File: config.mk
export PLATFORM = sky130hd
export DESIGN_NAME = shift_within_mask_core
export DESIGN_NICKNAME = d
export VERILOG_FILES = /design/src/hdl/swm_pkg.sv /design/src/hdl/shift_within_mask_core.sv /design/src/hdl/swm_step.sv
export SDC_FILE = /design/constraint.sdc
export NUM_CORES = 1
export LEC_CHECK = 0
export ABC_AREA = 1
export BUFFER_PORTS_ARGS = -buffer_cell sky130_fd_sc_hd__buf_2
export CORE_ASPECT_RATIO = 1.25
export CORE_MARGIN = 4
export CORE_UTILIZATION = 45
export CTS_CLUSTER_DIAMETER = 80
export CTS_CLUSTER_SIZE = 30
export DETAILED_ROUTE_END_ITERATION = 7
export PLACE_DENSITY = 0.79
export REMOVE_ABC_BUFFERS = 1
export SKIP_CTS_REPAIR_TIMING = 1
export SLEW_MARGIN = 5
export SYNTH_ARGS = -nofsm -noshare
export SYNTH_HDL_FRONTEND = slang
export SYNTH_SLANG_ARGS = --single-unit
File: constraint.sdc
create_clock -name clk -period 3.1 [get_ports clk]
set_input_delay 0.155 -clock clk [delete_from_list [all_inputs] [get_ports clk]]
set_output_delay 0.155 -clock clk [all_outputs]
set_load 0.02 [all_outputs]
File: src/hdl/swm_pkg.sv
// ----------------------------------------------------------------------------
// swm_pkg
// Shared widths and helpers for the shift-within-mask block.
// ----------------------------------------------------------------------------
package swm_pkg;

  localparam int WORD_BITS  = 32;
  localparam int COUNT_BITS = 8;
  // The step counter must hold WORD_BITS itself.
  localparam int CNT_BITS   = $clog2(WORD_BITS + 1);

  typedef logic [WORD_BITS-1:0] word_t;
  typedef logic [CNT_BITS-1:0]  cnt_t;

  // Bit reversal is only wiring.
  function automatic word_t reverse_word(input word_t w);
    word_t r;
    for (int i = 0; i < WORD_BITS; i++) begin
      r[i] = w[WORD_BITS-1-i];
    end
    return r;
  endfunction

endpackage

File: src/hdl/shift_within_mask_core.sv
// ----------------------------------------------------------------------------
// shift_within_mask_core
// Shifts the bits of a word that lie under a mask, as one packed field.
// ----------------------------------------------------------------------------
// The accepting edge loads the operands, and the shift magnitude is clamped
// to the word width. The shared add-and-merge unit then takes one step per
// shift position, and a last step in the run state writes the result. That
// last write waits while an earlier result still sits unread in the output
// register. The block accepts one transaction at a time, and in_stall is high
// while it works. The next transaction can be accepted in the cycle after the
// result is written. A finished result may wait in the output register while
// the next transaction is accepted. Negative counts run on the bit-reversed
// word and mask. The block keeps no state between transactions.
module shift_within_mask_core
  import swm_pkg::*;
(
  input  logic                  clk,
  input  logic                  rst_n,
  input  logic                  in_valid,
  output logic                  in_stall,
  input  logic [WORD_BITS-1:0]  in_data_word,
  input  logic [WORD_BITS-1:0]  in_mask_word,
  input  logic signed [COUNT_BITS-1:0] in_shift_count,
  output logic                  out_valid,
  input  logic                  out_stall,
  output logic [WORD_BITS-1:0]  out_result_word
);

  localparam logic ST_IDLE = 1'b0;
  localparam logic ST_RUN  = 1'b1;

  logic  state_r, state_nxt;
  cnt_t  cnt_r, cnt_nxt;
  logic  neg_r, neg_nxt;
  word_t w_r, w_nxt;
  word_t m_r, m_nxt;
  logic  out_valid_r, out_valid_nxt;
  word_t out_word_r, out_word_nxt;

  word_t step_w;
  logic  in_take;
  logic  in_neg;
  logic [COUNT_BITS:0] in_mag;
  cnt_t  in_cnt;

  swm_step u_step (
    .w_in  (w_r),
    .m_in  (m_r),
    .w_out (step_w)
  );

  assign in_stall = (state_r != ST_IDLE);
  assign in_take  = in_valid && !in_stall;
  assign in_neg   = in_shift_count[COUNT_BITS-1];
  assign in_mag   = in_neg ? ((COUNT_BITS+1)'(0) - {1'b1, in_shift_count})
                           : {1'b0, in_shift_count};
  assign in_cnt   = (in_mag > (COUNT_BITS+1)'(WORD_BITS)) ? cnt_t'(WORD_BITS)
                                                         : cnt_t'(in_mag);

  assign out_valid       = out_valid_r;
  assign out_result_word = out_word_r;

  always_comb begin
    state_nxt     = state_r;
    cnt_nxt       = cnt_r;
    neg_nxt       = neg_r;
    w_nxt         = w_r;
    m_nxt         = m_r;
    out_valid_nxt = out_valid_r;
    out_word_nxt  = out_word_r;
    if (out_valid_r && !out_stall) begin
      out_valid_nxt = 1'b0;
    end
    case (state_r)
      ST_IDLE: begin
        if (in_take) begin
          state_nxt = ST_RUN;
          cnt_nxt   = in_cnt;
          neg_nxt   = in_neg;
          w_nxt     = in_neg ? reverse_word(in_data_word) : in_data_word;
          m_nxt     = in_neg ? reverse_word(in_mask_word) : in_mask_word;
        end
      end
      ST_RUN: begin
        if (cnt_r != '0) begin
          w_nxt   = step_w;
          cnt_nxt = cnt_r - cnt_t'(1);
        end else if (!out_valid_r || !out_stall) begin
          // The output register is free or is being emptied this cycle.
          state_nxt     = ST_IDLE;
          out_valid_nxt = 1'b1;
          out_word_nxt  = neg_r ? reverse_word(w_r) : w_r;
        end
      end
      default: begin
        state_nxt = ST_IDLE;
      end
    endcase
  end

  always_ff @(posedge clk) begin
    if (!rst_n) begin
      state_r     <= ST_IDLE;
      cnt_r       <= '0;
      out_valid_r <= 1'b0;
    end else begin
      state_r     <= state_nxt;
      cnt_r       <= cnt_nxt;
      out_valid_r <= out_valid_nxt;
    end
  end

  always_ff @(posedge clk) begin
    neg_r      <= neg_nxt;
    w_r        <= w_nxt;
    m_r        <= m_nxt;
    out_word_r <= out_word_nxt;
  end

  a_take_starts_run: assert property (@(posedge clk) disable iff (!rst_n)
    in_take |=> (state_r == ST_RUN))
    else $error("accepted transaction did not start a run");

  a_cnt_counts_down: assert property (@(posedge clk) disable iff (!rst_n)
    (state_r == ST_RUN && cnt_r != '0) |=>
      (state_r == ST_RUN && cnt_r == $past(cnt_r) - cnt_t'(1)))
    else $error("step counter did not count down");

  a_cnt_clamped: assert property (@(posedge clk) disable iff (!rst_n)
    (state_r == ST_RUN) |-> (cnt_r <= cnt_t'(WORD_BITS)))
    else $error("step counter above word width");

  a_result_from_run: assert property (@(posedge clk) disable iff (!rst_n)
    (out_valid_r && !$past(out_valid_r && out_stall)) |->
      $past(state_r == ST_RUN && cnt_r == '0))
    else $error("result appeared without a finished run");

endmodule

File: src/hdl/swm_step.sv
// ----------------------------------------------------------------------------
// swm_step
// One shift step of the masked field, done by an add whose carry runs
// across the unmasked positions.
// ----------------------------------------------------------------------------
module swm_step
  import swm_pkg::*;
(
  input  word_t w_in,
  input  word_t m_in,
  output word_t w_out
);

  word_t nm;
  word_t sum;

  assign nm    = ~m_in;
  // A masked one, doubled, carries through the unmasked ones up to the next
  // mask position.
  assign sum   = nm + {w_in[WORD_BITS-2:0] & m_in[WORD_BITS-2:0], 1'b0};
  assign w_out = (nm & w_in) | (m_in & sum);

endmodule
==> run metrics, run 1 <==
overflow left after global routing=0; Top Ports=110; Post-synth top flop=edfxtp_1; vias=around 7500; drt total wl=20900 um; Cell Area, Synth=7950 um^2; Unique masters post-synth=39; Synth area leader=edfxtp_1; first-pass GRT wire length=between 30000 and 40000 um; Final Max Slew Viols=0; sequential share of the synthesized area=38.6%; CTS Buf Count=9; Final Hold Violating Endpoints=0; ys async rst share=0%; CP Max Fanout=5; Max Clock Freq=433 MHz; total track usage=21.3%; Core Area=17400 um^2; clock sink total=105; initial DRC count=621; Hold/Removal Path Class=in -> reg; WP data arrival=2.41 ns; drt drc=0; CTS Root Cell=clkbuf_16; Worst EP required=around 3.2 ns; Initial Util=45.6%; Worst Skew=0.0119 ns; pin count of the biggest net entering global routing=74; Worst setup EP type=flip-flop; post-layout util=51.4%; synthesized area per cell=6.81 um^2; crit path kind=reg -> reg; setup violators final=0; Post-synth EDFFs=97; Die Ht=157 um; cell row count=54; Synth Warn #=0; CTS clk-pin slew, worst paths=0.08 ns; HPWL Detailed=16700 um; leakage=between 4 and 5 nW; Ant. Diodes=0; Die Span X=approximately 130 um; nets=1370; final worst path period need=between 2 and 2.5 ns; RSZ-0062 raised after global routing=false; worst skew pair latency=0.37 ns; share of cells above drive strength 1=12.1%; initial antenna violation count=0; synth top area cells=edfxtp_1, nand2_1, inv_1; max_slew headroom=48.9%; Max VDD drop=roughly 0.24 mV; Via density=just over 5; die footprint=19900 um^2; port buffer count=109; number of synthesized register bits=105; vias in the first global route=approximately 6900; status=completed; Mapped Cells=1167; GPL Wtd Cong=0.951; drt pass-1 iters=7; pwr/cell area=509 nW/um^2; post-route ant nets=0; area delta synth->final=12.7%; CTS max path bufs=2; hold depth=3; Worst R2R Path Depth=10; CP Launch Type=flip-flop; WHS=0.0589 ns; share of the synthesized area in the top cell type=36.6%; Worst Max-Slew Pin Slew=0.762 ns; TritonCTS clock tree=yes; Avg WL per Cell=14.1 um; fin crit share=74.5%; # Max-Cap Violations=0; H-Tree Depth=3
[power by group]
| part | switching, mW | internal, mW |
|---|---|---|
| logic | 1.03 | 0.503 |
| clock network | 0.567 | 0.577 |
| registers | 0.102 | 1.79 |
| total | 1.70 | 2.87 |
[kinds of logic (layout without fill, tap and decap cells)]
| group | count (synthesis) | in the layout | synth area share [%] |
|---|---|---|---|
| AND/OR/NAND/NOR | 538 | 538 | 27.9 |
| adder cells (fa/ha/maj) | 36 | 36 | 5.76 |
| flip-flops | 105 | 105 | 38.6 |
| buffers and inverters | 269 | 365 | 13.1 |
| XOR/XNOR | 10 | 10 | 1.10 |
| AO/OA/AOI/OAI | 209 | 209 | 13.5 |
[layer usage]
layer,GRT usage [%],share of wire [%],vias to the layer above
li1,-,-,3878
met1,27.7,44,3383
met2,36.7,49,198
met3,2.32,4.8,28
met4,7.82,2.3,0
met5,0,0,-
[cells in the final DEF, fill, tap and decap left out, types with 2 or more instances in the layout]
| master | instances |
|---|---|
| o21ai_0 | 95 |
| nand3_2 | 4 |
| xor2_1 | 4 |
| o22ai_1 | 6 |
| nand2_2 | 2 |
| o21bai_1 | 2 |
| inv_2 | 2 |
| ha_1 | 35 |
| buf_4 | 7 |
| inv_1 | 230 |
| nand3b_1 | 11 |
| nand3_1 | 35 |
| nor2_1 | 95 |
| inv_6 | 2 |
| edfxtp_1 | 97 |
| nor2_2 | 5 |
| nand4_1 | 11 |
| buf_2 | 109 |
| nor3_1 | 7 |
| nor2_4 | 2 |
| inv_4 | 2 |
| o21ai_1 | 6 |
| xnor2_1 | 6 |
| clkbuf_16 | 9 |
| clkinv_4 | 2 |
| nand2_1 | 360 |
| a21oi_1 | 95 |
| dfxtp_1 | 7 |
[final timing paths]
path                            slack, ns                  from                   end
worst max-delay path                 0.79      m_r[1]$_DFFE_PP_             flip-flop
worst min-delay path                 0.06             out_stall  out_valid$_SDFF_PN0_
worst max register to register       0.79      m_r[1]$_DFFE_PP_             flip-flop
worst min register to register       0.53  out_valid$_SDFF_PN0_  out_valid$_SDFF_PN0_
[worst max-delay path: stages (launching register included)]
cell and delay (ns):
edfxtp_1 0.45, nand2_1 0.10, inv_1 0.07, fa_1 0.46
nand3_1 0.11, nand3_1 0.18, nand3_1 0.14, nand3_2 0.14
or2_1 0.24, nand3_1 0.08, o21ai_1 0.06
[synthesized netlist by cell type, drive strengths merged (6+ instances only)]
library cell and count:
edfxtp 97, nand2 363, clkbuf 19, o22ai 6
a21oi 97, dfxtp 8, o21ai 101, buf 17
xnor2 6, ha 35, nand4 11, nand3 39
nor2 102, nand3b 11, nor3 7, inv 232
[metrics by stage]
stage,instance area [um^2],std cells,setup TNS [ns],setup slack [ns],total power [mW]
after floorplan,7780,1131,-53.80,-1.21,2.97
after global placement,8680,1471,0,0.810,3.41
after detailed placement,8680,1471,0,0.811,3.45
after CTS,8960,1487,0,0.792,4.59
after global routing,8960,1487,0,0.595,4.87
final,8960,1487,0,0.791,4.57
[layout make-up]
cell class / count / area, um^2
Fill cell: 1789 / 8470
Sequential cell: 105 / 3070
Inverter: 233 / 875
Multi-Input combinational cell: 793 / 3850
Clock buffer: 10 / 239
Tap cell: 224 / 280
Timing Repair Buffer: 116 / 598
Clock inverter: 6 / 47.5
(Power assumes the default switching activity.)
==> inputs of run 2 (changes only) <==
--- a/config.mk
+++ b/config.mk
@@ -5,7 +5,7 @@
 export SDC_FILE = /design/constraint.sdc
 export NUM_CORES = 1
 export LEC_CHECK = 0
-export ABC_AREA = 1
+export ABC_AREA = 0
 export BUFFER_PORTS_ARGS = -buffer_cell sky130_fd_sc_hd__buf_2
 export CORE_ASPECT_RATIO = 1.25
 export CORE_MARGIN = 4
@@ -13,7 +13,7 @@
 export CTS_CLUSTER_DIAMETER = 80
 export CTS_CLUSTER_SIZE = 30
 export DETAILED_ROUTE_END_ITERATION = 7
-export PLACE_DENSITY = 0.79
+export PLACE_DENSITY = 0.8
 export REMOVE_ABC_BUFFERS = 1
 export SKIP_CTS_REPAIR_TIMING = 1
 export SLEW_MARGIN = 5
==> constraint.sdc (replaced) <==
create_clock -name clk -period 1.9 [get_ports clk]
set_input_delay 0.095 -clock clk [delete_from_list [all_inputs] [get_ports clk]]
set_output_delay 0.095 -clock clk [all_outputs]
set_load 0.02 [all_outputs]
==> run 2 against run 1 <==
Net effect:
- the run now ends with setup timing left
- non-clock buffer count increased by 174
- worst setup slack got worse by 1.6 ns
- sequential share of layout area is 3.7 points lower
- synthesized cell count is 39% lower
- routed wire length shrank 2.2%
- sequential cell count is the same
==> run metrics, run 2 <==
status=finished with violations; violated checks=setup timing; met3 usage=3.29%; Final Hold Violating Endpoints=0; vias=roughly 6500; Mapped Cells=about 710; CTS clk-pin slew, worst paths=0.07 ns; cell row count=51; first-pass GRT wire length=31500 um; share of cells above drive strength 1=between 40 and 50%; overflow left after global routing=0; share of the synthesized area in the top cell type=40.1%; number of synthesized register bits=~110; clock sink total=105; final setup TNS=-17.22 ns; drt drc=0; Seq pwr share=36.2%; Placed Area=9270 um^2; sequential share of the synthesized area=a little over two fifths; fin crit share=145%; port buffer count=109; Die Span X=122 um; crit path kind=reg -> reg; synth top area cells=edfxtp_1, mux2_2, ha_1; Die Ht=between 150 and 200 um; area delta synth->final=38.6%; Worst setup EP type=flip-flop; GR peak layer=met2; final worst slack=-0.846 ns; CTS Root Cell=clkbuf_16; TritonCTS clock tree=yes; Hold/Removal Path Class=in -> reg; ys async rst share=0%; commonest cells after routing, fill and taps aside=buf_4, buf_2, edfxtp_1; total track usage=~22%; WP data arrival=around 2.8 ns; Worst EP required=2.00 ns; post-route ant nets=0; Clock power frac=22.4%; Int Pwr=5.70 mW; Final Max Slew Viols=0; drt total wl=roughly 20000 um; initial antenna violation count=0; Unique masters post-synth=67; CTS max path bufs=2; HPWL Detailed=~16000 um; Worst R2R Path Depth=10; pwr/cell area=about 840 nW/um^2; synthesized area per cell=10.2 um^2; die footprint=18200 um^2; Top Ports=110; leakage=about 4.4 nW; most instantiated library cell after synthesis=edfxtp_1; worst slack, placed=-0.958 ns; GPL Wtd Cong=~0.95; met2 GRT Util=41.2%; total chip power=8.47 mW; Post-synth EDFFs=97; Worst Skew=0.00769 ns; CTS Buf Count=9; drt pass-1 iters=5; M1 GR Usage=about a quarter; Avg WL per Cell=roughly 17 um; Max VDD drop=0.556 mV; vias in the first global route=6554; most common cell after layout, fill and taps aside=buf_4; nets=1087; Worst Max-Slew Pin Slew=0.462 ns; Synth area leader=edfxtp_1; initial DRC count=roughly 360; Core Area=15700 um^2; Post-synth top flop=edfxtp_1; most frequent cells after synthesis=edfxtp_1, a21oi_1, mux2_2, nand2_1, inv_1; Initial Util=46.2%; Cell Area, Synth=7260 um^2; Sw Share=32.7%; CP Launch Type=flip-flop; Max Clock Freq=364 MHz; max_slew headroom=68.9%; # Max-Cap Violations=0; Design Area, Final=10100 um^2; Net Switching=between 2 and 3 mW; worst skew pair latency=0.36 ns; CP Max Fanout=6; r2r setup slk=-0.85 ns; Via density=around 5.4; final worst path period need=2.75 ns; hold depth=2; Synth Warn #=0; combinational power share=41.4%; Ant. Diodes=0; H-Tree Depth=3; RSZ-0062 raised after global routing=true; setup violators final=27; pin count of the biggest net entering global routing=43
==> run 2: changes by cell type after synthesis, moves of 13 or more <==
cell	change
and2_1	+31
a21o_1	+16
a21oi_1	-26
o21ai_0	-71
nand2_1	-297
nor2_1	-76
mux2_2	+65
mux2i_1	+32
nand3_1	-23
inv_1	-188
o22ai_1	+13
==> run 2: final timing paths <==
path / start / to
worst min-delay path: rst_n / cnt_r[5]$_SDFFE_PN0P_
worst max register to register: m_r[4]$_DFFE_PP_ / flip-flop
worst min register to register: cnt_r[0]$_SDFFE_PN0P_ / cnt_r[0]$_SDFFE_PN0P_
worst max-delay path: m_r[4]$_DFFE_PP_ / flip-flop
==> run 2: stage by stage <==
step | utilization (%) | instances | hold slack (ns)
6_report | 64.1 | 1192 | 0.0378
5_1_grt | 64.1 | 1192 | 0.0380
4_1_cts | 60.9 | 1181 | 0.0258
3_5_place_dp | 59.0 | 1165 | 0.410
3_3_place_gp | 59.0 | 1165 | 0.403
2_1_floorplan | - | 674 | 0.194
==> run 2: kinds of logic after synthesis <==
logic type      after synthesis  synth area share (%)
compound gates              183                  16.2
xor+xnor                     31                  3.74
fa+ha+maj                    36                  6.31
buf+inv                      80                  4.24
flops                       105                  42.3
mux                          97                  14.5
simple gates                179                  12.7
==> run 2: power by group through the flow <==
stage	clock network, mW	logic [mW]	registers, mW
after detailed placement	0	3.12	3.11
after global routing	2.02	3.77	3.10
after floorplan	0	1.53	3.22
after global placement	0	3.06	3.10
final	1.90	3.50	3.07
after CTS	1.93	3.14	3.06
==> run 2: metal layers <==
layer  vias to the layer above  wire (um)
met2                       164      11100
li1                       3174          -
met1                      3092       8080
met3                        33        761
met5                         -          0
met4                         0        502
==> run 2: critical path, stage by stage (launching register included) <==
cell and delay (ns):
edfxtp_1 0.42, and2_4 0.17, ha_4 0.28, buf_6 0.12
a21o_1 0.14, a221o_2 0.20, a41oi_2 0.14, or3_4 0.40
a211oi_4 0.29, mux2i_1 0.21, o211ai_1 0.10
==> run 2: area by class of cell <==
type,count,area (um^2)
inverters,43,161
flip-flops and latches,105,3080
multi-input cells,526,4300
clock inverters,5,61.3
clock buffers,11,233
fillers,1265,5630
well taps,212,265
repair buffers,290,1970
